[src/rtl/core/prc_pkg.sv]
// ----------------------------------------------------------------------------
// prc_pkg
// Types and codes shared by the pulsed relay controller modules.
// ----------------------------------------------------------------------------
package prc_pkg;

    // Fixed widths of the transfer fields
    localparam int DATA_W     = 32;
    localparam int APB_DATA_W = 64;
    localparam int APB_ADDR_W = 6;

    // Item kinds
    localparam logic [1:0] KIND_TICK  = 2'd0;
    localparam logic [1:0] KIND_CLOSE = 2'd1;
    localparam logic [1:0] KIND_OPEN  = 2'd2;
    localparam logic [1:0] KIND_QUERY = 2'd3;

    // Relay status codes
    localparam logic [1:0] ST_CLOSED  = 2'd0;
    localparam logic [1:0] ST_OPEN    = 2'd1;
    localparam logic [1:0] ST_ILLEGAL = 2'd2;

    // Error codes
    localparam logic [1:0] ERR_NONE     = 2'd0;
    localparam logic [1:0] ERR_ILLEGAL  = 2'd1;
    localparam logic [1:0] ERR_REJECTED = 2'd2;

    // Register indexes
    localparam logic [2:0] REG_MODE_FLAGS   = 3'd0;
    localparam logic [2:0] REG_OUTPUT_FIELD = 3'd1;
    localparam logic [2:0] REG_INPUT_FIELD  = 3'd2;
    localparam logic [2:0] REG_CLOSE_VALUES = 3'd3;
    localparam logic [2:0] REG_OPEN_VALUES  = 3'd4;
    localparam logic [2:0] REG_EXPECTED     = 3'd5;
    localparam logic [2:0] REG_TIMING       = 3'd6;

    // Mode flag bit positions
    localparam int MF_INV_OUT     = 0;
    localparam int MF_INV_IN      = 1;
    localparam int MF_IGNORE      = 2;
    localparam int MF_CLOSED_ONLY = 3;
    localparam int MF_OPEN_ONLY   = 4;
    localparam int MF_SUPPRESS    = 5;

    typedef enum logic [1:0] {
        PH_IDLE   = 2'd0,
        PH_PULSE  = 2'd1,
        PH_SETTLE = 2'd2
    } phase_t;

    typedef struct packed {
        logic [1:0]        kind;
        logic [DATA_W-1:0] port_word;
    } in_item_t;

    typedef struct packed {
        logic              write_valid;
        logic [DATA_W-1:0] write_word;
        logic              status_valid;
        logic [1:0]        position;
        logic              done_res;
        logic [1:0]        error_code;
    } out_item_t;

    typedef struct packed {
        logic [5:0]  mode_flags;
        logic [13:0] output_field;
        logic [13:0] input_field;
        logic [63:0] close_values;
        logic [63:0] open_values;
        logic [63:0] expected_inputs;
        logic [63:0] timing;
    } cfg_t;

    // Field unit answers to the sequencer
    typedef struct packed {
        logic [DATA_W-1:0] start_word;
        logic [DATA_W-1:0] finish_word;
        logic [1:0]        status;
        logic [1:0]        status_err;
    } field_res_t;

endpackage

[src/rtl/core/prc_cfg_regs.sv]
// ----------------------------------------------------------------------------
// prc_cfg_regs
// APB register file holding the relay controller configuration.
// ----------------------------------------------------------------------------
module prc_cfg_regs (
    input  logic                                clk,
    input  logic                                rst_n,
    input  logic                                psel,
    input  logic                                penable,
    input  logic                                pwrite,
    input  logic [prc_pkg::APB_ADDR_W-1:0]      paddr,
    input  logic [prc_pkg::APB_DATA_W-1:0]      pwdata,
    output logic [prc_pkg::APB_DATA_W-1:0]      prdata,
    output logic                                pready,
    output prc_pkg::cfg_t                       cfg
);

    prc_pkg::cfg_t cfg_reg;
    logic [2:0]    reg_index;
    logic          wr_en;

    assign pready    = 1'b1;
    assign reg_index = paddr[5:3];
    assign wr_en     = psel && penable && pwrite;
    assign cfg       = cfg_reg;

    // Write the addressed register on the access cycle
    always_ff @(posedge clk or negedge rst_n)
    begin
        if (!rst_n)
        begin
            cfg_reg <= '0;
        end
        else if (wr_en)
        begin
            case (reg_index)
                prc_pkg::REG_MODE_FLAGS:   cfg_reg.mode_flags      <= pwdata[5:0];
                prc_pkg::REG_OUTPUT_FIELD: cfg_reg.output_field    <= pwdata[13:0];
                prc_pkg::REG_INPUT_FIELD:  cfg_reg.input_field     <= pwdata[13:0];
                prc_pkg::REG_CLOSE_VALUES: cfg_reg.close_values    <= pwdata;
                prc_pkg::REG_OPEN_VALUES:  cfg_reg.open_values     <= pwdata;
                prc_pkg::REG_EXPECTED:     cfg_reg.expected_inputs <= pwdata;
                prc_pkg::REG_TIMING:       cfg_reg.timing          <= pwdata;
                default:                   ;
            endcase
        end
    end

    // Read back the addressed register
    always_comb
    begin
        case (reg_index)
            prc_pkg::REG_MODE_FLAGS:   prdata = {58'd0, cfg_reg.mode_flags};
            prc_pkg::REG_OUTPUT_FIELD: prdata = {50'd0, cfg_reg.output_field};
            prc_pkg::REG_INPUT_FIELD:  prdata = {50'd0, cfg_reg.input_field};
            prc_pkg::REG_CLOSE_VALUES: prdata = cfg_reg.close_values;
            prc_pkg::REG_OPEN_VALUES:  prdata = cfg_reg.open_values;
            prc_pkg::REG_EXPECTED:     prdata = cfg_reg.expected_inputs;
            prc_pkg::REG_TIMING:       prdata = cfg_reg.timing;
            default:                   prdata = '0;
        endcase
    end

endmodule

[src/rtl/core/prc_field_unit.sv]
// ----------------------------------------------------------------------------
// prc_field_unit
// Output field insert and input field classification for one item.
// ----------------------------------------------------------------------------
module prc_field_unit #(
    parameter int WORD_WIDTH = 32
) (
    input  prc_pkg::cfg_t                  cfg,
    input  logic                           is_close,
    input  logic [prc_pkg::DATA_W-1:0]     port_word,
    input  logic [1:0]                     last_command,
    output prc_pkg::field_res_t            res
);

    localparam logic [prc_pkg::DATA_W-1:0] WORD_MASK =
        {prc_pkg::DATA_W{1'b1}} >> (prc_pkg::DATA_W - WORD_WIDTH);
    localparam logic [5:0] WW6 = 6'(WORD_WIDTH);

    // Ones of the given field width, saturated at the word width
    function automatic logic [prc_pkg::DATA_W-1:0] field_ones(input logic [5:0] w);
        logic [5:0] ws;
        ws = (w > WW6) ? WW6 : w;
        return ~({prc_pkg::DATA_W{1'b1}} << ws);
    endfunction

    logic [5:0]                 out_off;
    logic [5:0]                 in_off;
    logic [prc_pkg::DATA_W-1:0] out_mask;
    logic [prc_pkg::DATA_W-1:0] base_word;
    logic [63:0]                vals;
    logic [prc_pkg::DATA_W-1:0] pulse_v;
    logic [prc_pkg::DATA_W-1:0] idle_v;
    logic [prc_pkg::DATA_W-1:0] cur;
    logic                       hit_closed;
    logic                       hit_open;

    always_comb
    begin
        // Insert pulse and idle values into the output field
        out_off   = cfg.output_field[5:0];
        out_mask  = (field_ones(cfg.output_field[13:8]) << out_off) & WORD_MASK;
        vals      = is_close ? cfg.close_values : cfg.open_values;
        pulse_v   = vals[31:0];
        idle_v    = vals[63:32];
        if (cfg.mode_flags[prc_pkg::MF_INV_OUT])
        begin
            pulse_v = ~pulse_v;
            idle_v  = ~idle_v;
        end
        base_word       = port_word & WORD_MASK & ~out_mask;
        res.start_word  = base_word | ((pulse_v << out_off) & out_mask);
        res.finish_word = base_word | ((idle_v << out_off) & out_mask);

        // Extract the input field and classify the position
        in_off = cfg.input_field[5:0];
        cur    = port_word & WORD_MASK;
        if (cfg.mode_flags[prc_pkg::MF_INV_IN])
        begin
            cur = ~cur & WORD_MASK;
        end
        cur        = (cur >> in_off) & field_ones(cfg.input_field[13:8]);
        hit_closed = (cur == cfg.expected_inputs[31:0]);
        hit_open   = (cur == cfg.expected_inputs[63:32]);

        res.status_err = prc_pkg::ERR_NONE;
        if (cfg.mode_flags[prc_pkg::MF_IGNORE])
        begin
            res.status = last_command;
        end
        else if (cfg.mode_flags[prc_pkg::MF_CLOSED_ONLY])
        begin
            res.status = hit_closed ? prc_pkg::ST_CLOSED : prc_pkg::ST_OPEN;
        end
        else if (cfg.mode_flags[prc_pkg::MF_OPEN_ONLY])
        begin
            res.status = hit_open ? prc_pkg::ST_OPEN : prc_pkg::ST_CLOSED;
        end
        else if (hit_closed)
        begin
            res.status = prc_pkg::ST_CLOSED;
        end
        else if (hit_open)
        begin
            res.status = prc_pkg::ST_OPEN;
        end
        else
        begin
            res.status = prc_pkg::ST_ILLEGAL;
            if (!cfg.mode_flags[prc_pkg::MF_SUPPRESS])
            begin
                res.status_err = prc_pkg::ERR_ILLEGAL;
            end
        end
    end

endmodule

[src/rtl/core/prc_sequencer.sv]
// ----------------------------------------------------------------------------
// prc_sequencer
// Pulse and settling sequencer with the result register.
// ----------------------------------------------------------------------------
module prc_sequencer (
    input  logic                        clk,
    input  logic                        rst_n,
    input  logic                        accept,
    input  logic [1:0]                  kind,
    input  prc_pkg::field_res_t         fres,
    input  logic [63:0]                 timing,
    input  logic                        out_ready,
    output logic [1:0]                  last_command,
    output logic                        out_valid,
    output prc_pkg::out_item_t          out_data
);

    prc_pkg::phase_t             phase_reg, phase_next;
    logic [31:0]                 countdown_reg, countdown_next;
    logic [prc_pkg::DATA_W-1:0]  finish_reg, finish_next;
    logic [1:0]                  last_cmd_reg, last_cmd_next;
    logic                        out_valid_reg, out_valid_next;
    prc_pkg::out_item_t          out_data_reg;
    prc_pkg::out_item_t          res;
    logic                        res_valid;
    logic                        cnt_last;

    assign cnt_last     = (countdown_reg <= 32'd1);
    assign last_command = last_cmd_reg;
    assign out_valid    = out_valid_reg;
    assign out_data     = out_data_reg;

    // Next state
    always_comb
    begin
        phase_next     = phase_reg;
        countdown_next = countdown_reg;
        finish_next    = finish_reg;
        last_cmd_next  = last_cmd_reg;
        if (accept)
        begin
            case (kind)
                prc_pkg::KIND_TICK:
                begin
                    case (phase_reg)
                        prc_pkg::PH_PULSE:
                        begin
                            if (cnt_last)
                            begin
                                phase_next     = prc_pkg::PH_SETTLE;
                                countdown_next = timing[63:32];
                            end
                            else
                            begin
                                countdown_next = countdown_reg - 32'd1;
                            end
                        end
                        prc_pkg::PH_SETTLE:
                        begin
                            if (cnt_last)
                            begin
                                phase_next     = prc_pkg::PH_IDLE;
                                countdown_next = '0;
                            end
                            else
                            begin
                                countdown_next = countdown_reg - 32'd1;
                            end
                        end
                        default: ;
                    endcase
                end
                prc_pkg::KIND_CLOSE, prc_pkg::KIND_OPEN:
                begin
                    if (phase_reg == prc_pkg::PH_IDLE)
                    begin
                        phase_next     = prc_pkg::PH_PULSE;
                        countdown_next = timing[31:0];
                        finish_next    = fres.finish_word;
                        last_cmd_next  = (kind == prc_pkg::KIND_CLOSE) ?
                                         prc_pkg::ST_CLOSED : prc_pkg::ST_OPEN;
                    end
                end
                default: ;
            endcase
        end
    end

    // Result for the item at the input
    always_comb
    begin
        res       = '0;
        res_valid = 1'b0;
        case (kind)
            prc_pkg::KIND_TICK:
            begin
                if (phase_reg == prc_pkg::PH_PULSE && cnt_last)
                begin
                    res_valid       = 1'b1;
                    res.write_valid = 1'b1;
                    res.write_word  = finish_reg;
                end
                else if (phase_reg == prc_pkg::PH_SETTLE && cnt_last)
                begin
                    res_valid    = 1'b1;
                    res.done_res = 1'b1;
                end
            end
            prc_pkg::KIND_CLOSE, prc_pkg::KIND_OPEN:
            begin
                res_valid = 1'b1;
                if (phase_reg != prc_pkg::PH_IDLE)
                begin
                    res.error_code = prc_pkg::ERR_REJECTED;
                end
                else
                begin
                    res.write_valid = 1'b1;
                    res.write_word  = fres.start_word;
                end
            end
            default:
            begin
                res_valid        = 1'b1;
                res.status_valid = 1'b1;
                res.position     = fres.status;
                res.error_code   = fres.status_err;
            end
        endcase
    end

    // Hold a result until it is taken
    always_comb
    begin
        if (accept)
        begin
            out_valid_next = res_valid;
        end
        else if (out_ready)
        begin
            out_valid_next = 1'b0;
        end
        else
        begin
            out_valid_next = out_valid_reg;
        end
    end

    // Advance state
    always_ff @(posedge clk or negedge rst_n)
    begin
        if (!rst_n)
        begin
            phase_reg     <= prc_pkg::PH_IDLE;
            countdown_reg <= '0;
            finish_reg    <= '0;
            last_cmd_reg  <= prc_pkg::ST_ILLEGAL;
            out_valid_reg <= 1'b0;
        end
        else
        begin
            phase_reg     <= phase_next;
            countdown_reg <= countdown_next;
            finish_reg    <= finish_next;
            last_cmd_reg  <= last_cmd_next;
            out_valid_reg <= out_valid_next;
        end
    end

    // Load the result payload
    always_ff @(posedge clk)
    begin
        if (accept && res_valid)
        begin
            out_data_reg <= res;
        end
    end

endmodule

[src/rtl/core/pulsed_relay_controller_core.sv]
// A result is registered: it is valid in the cycle after its item's input transfer.
// Throughput: one item per cycle; in_ready is high whenever the result
// register is empty or its result is taken in the same cycle.
// Ticks that end no phase, and ticks while idle, produce no result.
// Reset (rst_n low, asynchronous): idle phase, counters and registers zero,
// last command illegal, result register empty.
// ----------------------------------------------------------------------------
// pulsed_relay_controller_core
// Pulsed relay driver: field insert, pulse and settling timing, status query.
// ----------------------------------------------------------------------------
module pulsed_relay_controller_core #(
    parameter int WORD_WIDTH = 32
) (
    input  logic                            clk,
    input  logic                            rst_n,
    input  logic                            in_valid,
    output logic                            in_ready,
    input  prc_pkg::in_item_t               in_data,
    output logic                            out_valid,
    input  logic                            out_ready,
    output prc_pkg::out_item_t              out_data,
    input  logic                            psel,
    input  logic                            penable,
    input  logic                            pwrite,
    input  logic [prc_pkg::APB_ADDR_W-1:0]  paddr,
    input  logic [prc_pkg::APB_DATA_W-1:0]  pwdata,
    output logic [prc_pkg::APB_DATA_W-1:0]  prdata,
    output logic                            pready
);

    prc_pkg::cfg_t        cfg;
    prc_pkg::field_res_t  fres;
    logic [1:0]           last_command;
    logic                 accept;

    // Accept while the result register is free or draining
    assign in_ready = !out_valid || out_ready;
    assign accept   = in_valid && in_ready;

    prc_cfg_regs u_cfg_regs (
        .clk     (clk),
        .rst_n   (rst_n),
        .psel    (psel),
        .penable (penable),
        .pwrite  (pwrite),
        .paddr   (paddr),
        .pwdata  (pwdata),
        .prdata  (prdata),
        .pready  (pready),
        .cfg     (cfg)
    );

    prc_field_unit #(
        .WORD_WIDTH (WORD_WIDTH)
    ) u_field_unit (
        .cfg          (cfg),
        .is_close     (in_data.kind == prc_pkg::KIND_CLOSE),
        .port_word    (in_data.port_word),
        .last_command (last_command),
        .res          (fres)
    );

    prc_sequencer u_sequencer (
        .clk          (clk),
        .rst_n        (rst_n),
        .accept       (accept),
        .kind         (in_data.kind),
        .fres         (fres),
        .timing       (cfg.timing),
        .out_ready    (out_ready),
        .last_command (last_command),
        .out_valid    (out_valid),
        .out_data     (out_data)
    );

endmodule
[config.mk]
export PLATFORM = sky130hd
export DESIGN_NAME = pulsed_relay_controller_core
export DESIGN_NICKNAME = d
export VERILOG_FILES = /design/src/rtl/core/prc_pkg.sv /design/src/rtl/core/prc_cfg_regs.sv /design/src/rtl/core/prc_field_unit.sv /design/src/rtl/core/prc_sequencer.sv /design/src/rtl/core/pulsed_relay_controller_core.sv
export SDC_FILE = /design/constraint.sdc
export NUM_CORES = 1
export LEC_CHECK = 0
export BUFFER_PORTS_ARGS = -buffer_cell sky130_fd_sc_hd__buf_2
export CAP_MARGIN = 10
export CORE_MARGIN = 4
export CORE_UTILIZATION = 40
export CTS_CLUSTER_DIAMETER = 80
export CTS_CLUSTER_SIZE = 30
export DETAILED_ROUTE_END_ITERATION = 6
export GPL_TIMING_DRIVEN = 0
export SETUP_SLACK_MARGIN = 0.02
export SYNTH_ARGS = -nofsm -noshare
export SYNTH_HDL_FRONTEND = slang
export SYNTH_HIERARCHICAL = 1
export SYNTH_SLANG_ARGS = --single-unit
[constraint.sdc]
create_clock -name clk -period 4.64 [get_ports clk]
set_input_delay 0.464 -clock clk [delete_from_list [all_inputs] [get_ports clk]]
set_output_delay 0.464 -clock clk [all_outputs]
set_load 0.03 [all_outputs]
Word-level counts from Yosys, hierarchy flattened
Index checks and enable logic that the tools add are counted.
- add/subtract/negate cells: 1
- order comparisons: 3
- equal/unequal tests: 16
- shift-type cells: 6
- multiplexer cells: 42
- bitwise operators: 13
- reduce and logical (&&, ||, !) cells: 27
- operators by type and width (operator ; number):
    $pmux 64 s7 ; 1
    $mux 32 ; 6
    $not 32->32 ; 6
    $and 32x32->32 ; 4
    $pmux 32 s2 ; 2
    $shl 32x6->32 ; 3
    $mux 33 ; 2
    $pmux 33 s2 ; 1
    $eq 32x32->1 ; 2
    $mux 64 ; 1
    $or 32x32->32 ; 2
    $shl 32x6->32 const A ; 2
    $le 32x1->1 const B ; 1
    $shr 32x6->32 ; 1
    $sub 32x1->32 const B ; 1
    $mux 2 ; 13
    $reduce_and 2->1 ; 7
    $gt 6x6->1 const B ; 2
    $mux 6 ; 2
    $pmux 2 s2 ; 3
    $mux 1 ; 10
    $eq 3x3->1 const B ; 3
    $eq 3x2->1 const B ; 2
    $logic_and 1x1->1 ; 6
    other kinds (18) ; 25
- register bits: 398
- word-level logic and storage cells: 126

Logic depth before layout (Yosys ltp)
Gate-level depths: netlist of run 1.
- word-level depth: 12
- mapped depth: 16
- mapped depth without buffers: 12

Cells and area by module
The synthesis of run 1 kept the hierarchy.
- by module, submodules not included (module ; times used ; cells each ; area each (um^2)):
    prc_cfg_regs ; 1 ; 951 ; 13301.5
    prc_field_unit ; 1 ; 1429 ; 10784.1
    prc_sequencer ; 1 ; 520 ; 5724.2
    pulsed_relay_controller_core ; 1 ; 3 ; 28.8

Worst setup path before layout of run 1
No wires, ideal clock.
- kind: register to register
- start point: register u_cfg_regs.cfg_reg, in the netlist u_cfg_regs/cfg[256]
- end point: register u_sequencer.out_data_reg, in the netlist u_sequencer/out_data[4] (data pin)
- library setup time: 0.255 ns
- arrival time: 3.295 ns
- required time: 4.385 ns
- path slack: 1.091 ns
- cell stages (with the launch flop): 15
- path buffers: 3
- path through: dfrtp_1 > buf_6 > buf_8 > buf_6 > mux2i_1 > a22oi_1 > o211a_1 > or4b_2 > nand3_1 > xor2_1 > nor4_1 > nand4_1 > o41ai_2 > o21ai_1 > and2_1
- RTL lines (element ; line ; source):
    from (decl) ; prc_cfg_regs.sv:18 ; prc_pkg::cfg_t cfg_reg;
    to (signal assigned) ; prc_sequencer.sv:175 ; out_data_reg <= res;
    to (decl) ; prc_sequencer.sv:23 ; prc_pkg::out_item_t out_data_reg;

==> results of run 1 <==
cells by family after synthesis:
family                   share of synthesized area [%]
flip-flops                                        34.0
adder cells (fa/ha/maj)                          0.403
other                                           0.0252
multiplexers                                      29.6
XOR/XNOR                                          4.20
AO/OA/AOI/OAI                                     14.5
AND/OR/NAND/NOR                                   12.7
buffers and inverters                             4.57
critical path: cells and delay by family (launching register included):
kind / cells / cell delay (ns)
flip-flops: 1 / 0.51
AO/OA/AOI/OAI: 4 / 1.49
buffers and inverters: 2 / 0.40
XOR/XNOR: 2 / 0.63
multiplexers: 1 / 0.50
AND/OR/NAND/NOR: 3 / 0.84
per-stage QoR:
stage / power (mW) / setup TNS (ns)
after global placement: 13.6 / -1530.31
final: 17.0 / 0
after CTS: 16.7 / -0.0200
after floorplan: 10.6 / 0
after global routing: 17.7 / 0
after detailed placement: 13.6 / -8.60
final cells by class:
| cell class | instances | area, um2 | share of cell area, % |
|---|---|---|---|
| flip-flops and latches | 398 | 10200 | 30.2 |
| clock inverters | 23 | 419 | 1.25 |
| plain buffers | 234 | 1230 | 3.67 |
| clock buffers | 27 | 676 | 2.01 |
| well taps | 959 | 1200 | 3.57 |
| multi-input cells | 2234 | 18500 | 55.2 |
| diodes | 1 | 2.50 | 0.00744 |
| inverters | 36 | 135 | 0.402 |
| repair buffers | 225 | 1240 | 3.70 |
what timing repair did:
action                     CTS  global route
resized for setup           19            29
setup endpoints to repair    7            11
hold endpoints to repair    23             0
buffers inserted             2             6
hold buffers                 1             0
gates cloned                 0             0
pin swaps                    2             4
power by group through the flow:
stage | logic [mW] | clock network (mW) | registers [mW]
6_report | 8.67 | 2.96 | 5.39
5_1_grt | 9.11 | 3.13 | 5.45
4_1_cts | 8.29 | 3.00 | 5.36
3_5_place_dp | 8.19 | 0 | 5.43
3_3_place_gp | 8.18 | 0 | 5.42
2_1_floorplan | 5.61 | 0 | 4.94
worst paths after layout:
path / from / to / slack [ns] / cells past startpoint
worst min register to register: u_sequencer/last_command[0] / u_sequencer/last_command[0] / 0.49 / 2
worst min-delay path: pwdata[18] / u_cfg_regs/cfg[146] / 0.06 / 2
worst max-delay path: u_cfg_regs/cfg[256] / u_sequencer/out_data[4] / 0.04 / 12
worst max register to register: u_cfg_regs/cfg[256] / u_sequencer/out_data[4] / 0.04 / 12
max in group asynchronous: rst_n / u_cfg_regs/cfg[257] / 2.89 / 4
min in group asynchronous: rst_n / u_cfg_regs/cfg[83] / 0.23 / 2
cells in the final DEF (no fill, tap or decap), drive strengths merged, types with 15 or more instances in the layout:
cell type / instances
inv: 48
mux2: 405
buf: 339
xnor2: 107
a21oi: 112
o21ai: 94
and3: 19
o22ai: 19
nand2b: 71
mux4: 57
nand4: 21
a2111oi: 15
dfrtp: 358
or3: 29
nor2b: 19
clkbuf: 146
o221ai: 56
nand2: 227
nor2: 149
a211oi: 40
nor3: 44
nand3: 40
a31oi: 33
edfxtp: 39
and2: 21
xor2: 36
o211ai: 17
mux2i: 294
a22o: 34
nor4: 27
a221oi: 16
metal layers:
| metal | routed length, um | up-vias | part of all wire, % |
|---|---|---|---|
| li1 | - | 11400 | - |
| met1 | 52300 | 13400 | 40 |
| met2 | 58100 | 1688 | 44 |
| met3 | 12100 | 314 | 9.2 |
| met4 | 8320 | 2 | 6.4 |
| met5 | 13 | - | 0.0099 |
==> metrics.csv, run 1 <==
stage,metric,value,unit
global_routing,top_usage_layer,met2,
route,via_per_inst,6.49,
logic_synthesis,async_flop_share,90.2,%
placement,gp_congestion,1.02,
critical_path,critPathKind,register to register,
logic_synthesis,syn_area,29800,um2
critical_path,cp.arrival,4.99,ns
logic_synthesis,synth.area.top_cells,"dfrtp_1 (30%), mux2_2 (11%), mux2i_1 (9.7%)",
timing,finalHoldViolCount,0,
timing,fin_ws,0.0362,ns
critical_path,endpoint_kind,register,
logic_synthesis,yosysTopAreaCellShare,30.0,%
global_routing,grt_antenna_before_repair,3,
power,pwr-share-comb,50.9,%
clock_network,cts.sinks,398,
logic_synthesis,synth_top_area_cell,dfrtp_1,
logic_synthesis,synth-seq-cells,398,
logic_synthesis,synth_flop_cell,dfrtp_1,
power,p_int,8.95,mW
cells_and_area,design_area,33600,um2
clock_network,cts_buffer_depth,3,
critical_path,crit_required,5.03,ns
power,seq_power_share,31.7,%
route,drc,0,
critical_path,critPathMaxFanout,8,
floorplan,dieArea,79000,um2
floorplan,ios,217,
placement,port_buffers,211,
logic_synthesis,syn_area_per_cell,10.3,um2
power,switching_share,47.4,%
power,p_leak,14.2,nW
timing,setup_viol,0,
global_routing,overflow,0,
floorplan,die_width,281,um
global_routing,grt_use_met2,50.2,%
logic_synthesis,ys_top_cells_by_count,"dfrtp_1 (358), mux2i_1 (290), mux2_2 (279)",
cells_and_area,fin_cells,4137,
logic_synthesis,yosysMostFrequentCell,dfrtp_1,
power,peakVddDrop,0.309,mV
power,power.density,507,nW/um2
timing,max_freq,217,MHz
timing,hold_ws,0.0594,ns
global_routing,track_usage,32.1,%
route,routed_wl,131000,um
clock_network,cts_root_buf,clkbuf_16,
floorplan,initial_core_util,40.6,%
logic_synthesis,ys_types,106,
timing,fin_worst_skew,0.0709,ns
run_status,outcome,"finished, final reports clean",
timing,fin_crit,4.60,ns
cells_and_area,fillers,7076,
timing,fin_crit_sh,99.2,%
clock_network,cts_tree,built,
global_routing,grt_max_degree,120,
floorplan,die_y,281,um
critical_path,crit_chain,buf_4 -> mux4_2 -> xnor2_1 -> a2111oi_1 -> xnor2_1 -> o311ai_0 -> nor4_1 -> nand3_1 -> o41ai_4 -> buf_4 -> o21ai_1 -> and2_1,
route,drt_iter0_markers,3206,
cells_and_area,fin_util,45.8,%
global_routing,grt_pass1_vias,25500,
logic_synthesis,postSynthCellCount,2903,
route,route.vias.total,26900,
cells_and_area,largest_reg_flops,290,
route,wire_per_inst,31.6,um
power,p_sw,8.08,mW
global_routing,grt_first_pass_wirelength,186000,um
route,ant_nets,0,
logic_synthesis,synth_seq_area_share,34.0,%
timing,relSlewSlack,15.1,%
clock_network,cts.htree.levels,1,
floorplan,core,73500,um2
global_routing,use_met3,5.61,%
global_routing,grtUsageMet1,42.9,%
logic_synthesis,yosys_warnings,6,
cells_and_area,area_growth,12.7,%
clock_network,cts_buffers,27,
power,pwr-share-clk,17.4,%
clock_network,clock_latency,0.66,ns
timing,worst_pin_slew,1.27,ns
timing,rsz0062_at_grt,no,
route,firstDrtPassIters,7,
flow_run,drv_cap,0,
critical_path,cp-start-kind,register,
placement,placedInstanceArea,32200,um2
floorplan,placementRows,99,
placement,dpl.hpwl,103000,um
placement,dp.cells,4078,
critical_path,slowest_delay,0.85,ns
timing,drv_slew,0,
critical_path,critPathSlowestCell,a2111oi_1,
cells_and_area,drive_gt1_share,24.9,%
logic_synthesis,synth_nets,3022,
clock_network,clkSlewWorstSetupHoldPaths,0.11,ns
placement,dp_slack,-0.990,ns
min_path,hp-class,primary input to register,
cells_and_area,nNetsFinal,3275,
logic_synthesis,synth_edf_count,39,
Note: power is estimated with default switching activity, not from simulation.
==> run 2, diff against run 1 <==
--- a/config.mk
+++ b/config.mk
@@ -13,6 +13,7 @@
 export CTS_CLUSTER_SIZE = 30
 export DETAILED_ROUTE_END_ITERATION = 6
 export GPL_TIMING_DRIVEN = 0
+export PLACE_DENSITY = 0.64
 export SETUP_SLACK_MARGIN = 0.02
 export SYNTH_ARGS = -nofsm -noshare
 export SYNTH_HDL_FRONTEND = slang
==> run 2 against run 1 <==
Against the previous run:
- the run now ends with negative setup slack left
- clock power is 6% lower
- setup slack got worse by 0.10 ns
- final area down 0.66%
- sequential cell count is the same
- via count grew 0.63%
- non-clock buffer count fell by 6
- first-iteration DRC count is 7.7% higher
- clock skew decreased by 0.031 ns
- largest cell class unchanged
==> metrics.csv, run 2 (same netlist as run 1, synthesis figures left out) <==
stage,metric,value,unit,change
timing,finalHoldViolCount,0,,unchanged
critical_path,cp.arrival,5.20,ns,+0.21 ns
clock_network,cts.htree.levels,1,,unchanged
timing,drv_slew,0,,unchanged
route,met1_length,54800,um,+4.7%
route,drc,0,,unchanged
critical_path,endpoint_kind,register,,
floorplan,dieArea,79000,um2,unchanged
cells_and_area,largest_reg_flops,290,,unchanged
global_routing,grt_antenna_before_repair,4,,+1
clock_network,cts.sinks,398,,unchanged
route,route.vias.total,27000,,+0.63%
floorplan,die_width,281,um,unchanged
global_routing,grt_max_degree,117,,-2.5%
critical_path,path_buf_inv,2,,unchanged
timing,rsz0062_at_grt,yes,,
floorplan,initial_core_util,40.6,%,unchanged
critical_path,slowest_delay,0.88,ns,+0.03 ns
route,wl_met3,13800,um,+14%
placement,port_buffers,211,,unchanged
timing,fin_crit,4.70,ns,+0.101 ns
timing,hold_ws,0.0954,ns,+0.0360 ns
floorplan,die_y,281,um,unchanged
floorplan,core,73500,um2,unchanged
route,drt_iter0_markers,3454,,+7.7%
power,p_leak,14.1,nW,-0.74%
floorplan,placementRows,99,,unchanged
timing,max_freq,213,MHz,-2.1%
placement,gp_congestion,1.03,,+1.1%
route,ant_nets,0,,unchanged
clock_network,cts_root_buf,clkbuf_16,,
critical_path,crit_required,5.14,ns,+0.11 ns
power,peakVddDrop,0.309,mV,about the same
cells_and_area,area_growth,11.9,%,
critical_path,crit_chain,clkbuf_1 -> clkbuf_1 -> mux4_2 -> xnor2_1 -> mux2i_1 -> mux2i_1 -> mux2i_2 -> nand2_1 -> o31ai_1 -> mux2_2 -> a22o_1,,
critical_path,critPathMaxFanout,10,,+2
timing,relSlewSlack,18.1,%,+3.0 points
global_routing,grt_first_pass_wirelength,191000,um,+2.5%
timing,worst_pin_slew,1.21,ns,-0.0580 ns
route,met2_length,59600,um,+2.5%
clock_network,cts_tree,built,,
critical_path,critPathSlowestCell,clkbuf_1,,
run_status,outcome,"finished, violations left",,
cells_and_area,final_cell_mix,"dfrtp_1 (357), mux2i_1 (284), mux2_2 (279), buf_2 (241), nand2_1 (227)",,
critical_path,rr_worst_depth,11,,-1
route,wire_per_inst,32.8,um,+3.6%
cells_and_area,seq_area,10200,um2,about the same
route,firstDrtPassIters,6,,-1
timing,fin_ws,-0.0647,ns,-0.101 ns
timing,tns,-0.0647,ns,-0.0647 ns
critical_path,critPathTopFamily,multiplexers,,
critical_path,path_depth,11,,-1
floorplan,ios,217,,unchanged
cells_and_area,nNetsFinal,3267,,-0.24%
global_routing,overflow,0,,unchanged
placement,placedInstanceArea,32200,um2,about the same
critical_path,cp-start-kind,register,,
route,top_layer,met5,,
placement,dpl.hpwl,108000,um,+5.0%
flow_run,drv_cap,0,,unchanged
global_routing,grt_pass1_vias,25900,,+1.8%
critical_path,critPathKind,register to register,,
min_path,hp-class,primary input to register,,
cells_and_area,design_area,33400,um2,-0.66%
clock_network,cts_buffer_depth,3,,unchanged
timing,fin_worst_skew,0.0399,ns,-0.0310 ns
cells_and_area,drive_gt1_share,24.6,%,-0.33 points
clock_network,cts_setup_buffers,0,,-2
global_routing,track_usage,33.1,%,+1.1 points
route,routed_wl,135000,um,+3.5%
route,via_per_inst,6.54,,+0.78%
cells_and_area,multi_input_area,18400,um2,-0.55%
power,power.density,509,nW/um2,+0.52%
cells_and_area,fillers,7070,,-0.085%
timing,setup_viol,1,,+1
clock_network,clock_latency,0.63,ns,-0.03 ns
clock_network,clkSlewWorstSetupHoldPaths,0.11,ns,about the same
timing,fin_crit_sh,101,%,+2.2 points
run_status,violations,negative setup slack,,
clock_network,cts_buffers,25,,-7.4%
min_path,min_delay_path_depth,2,,unchanged
cells_and_area,layout_commonest_cell,dfrtp_1,,
-- run 2: cell count changes in the layout (fill, tap and decap cells not counted), moves of 3 or more --
cell | previous run | this run
diode_2 | 1 | 5
buf_1 | 32 | 27
clkbuf_2 | 3 | 6
a2111oi_0 | 4 | 7
buf_4 | 36 | 27
clkinv_8 | 4 | 0
mux2i_2 | 3 | 6
-- run 2: area by class of cell --
| type | instances | share of cell area, % |
|---|---|---|
| antenna | 5 | 0.0375 |
| sequential | 398 | 30.4 |
| buffer | 235 | 3.77 |
| multi-input combinational | 2234 | 55.2 |
| clock inverter | 19 | 0.985 |
| tap | 959 | 3.59 |
| timing repair buffer | 218 | 3.56 |
| clock buffer | 27 | 1.99 |
| inverter | 36 | 0.405 |
-- run 2: metal layers --
| metal | up-vias | GRT usage, % |
|---|---|---|
| met4 | 4 | 13.9 |
| met5 | - | 1.34 |
| met1 | 13800 | 45.4 |
| li1 | 11400 | - |
| met2 | 1578 | 50.9 |
| met3 | 286 | 6.90 |
-- run 2: final timing paths --
check	start	to	slack (ns)
worst min-delay path	pwdata[37]	u_cfg_regs/cfg[165]	0.1
max in group asynchronous	rst_n	u_sequencer/finish_reg[9]	2.90
worst max-delay path	u_cfg_regs/cfg[270]	u_sequencer/out_data[36]	-0.06
worst max register to register	u_cfg_regs/cfg[270]	u_sequencer/out_data[36]	-0.06
min in group asynchronous	rst_n	u_sequencer/countdown_reg[7]	0.28
worst min register to register	u_sequencer/last_command[0]	u_sequencer/last_command[0]	0.49
-- run 2: timing repair --
action                                  CTS  global route
pin swaps                                 0             0
hold buffers                              1             0
resized for setup                        19            21
endpoints found under the setup margin   19            18
hold endpoints to repair                 32             0
-- run 2: report_power, final --
group | leakage [nW] | total [mW] | switching [mW] | internal [mW]
logic | 8.70 | 8.86 | 5.60 | 3.26
clock network | 0.476 | 2.77 | 1.58 | 1.19
registers | 4.94 | 5.37 | 1.07 | 4.31
total | 14.1 | 17.0 | 8.25 | 8.75
-- run 2: metrics by stage --
step / util, % / setup slack [ns] / instances / power, mW
global route: 45.4 / 0.00674 / 4127 / 17.6
detailed placement: 43.9 / -0.866 / 4079 / 13.8
finish: 45.5 / -0.0647 / 4131 / 17.0
CTS: 45.3 / 0.0260 / 4126 / 16.7
floorplan: - / 1.09 / 2903 / 10.6
global placement: 43.7 / -4.38 / 4073 / 13.8
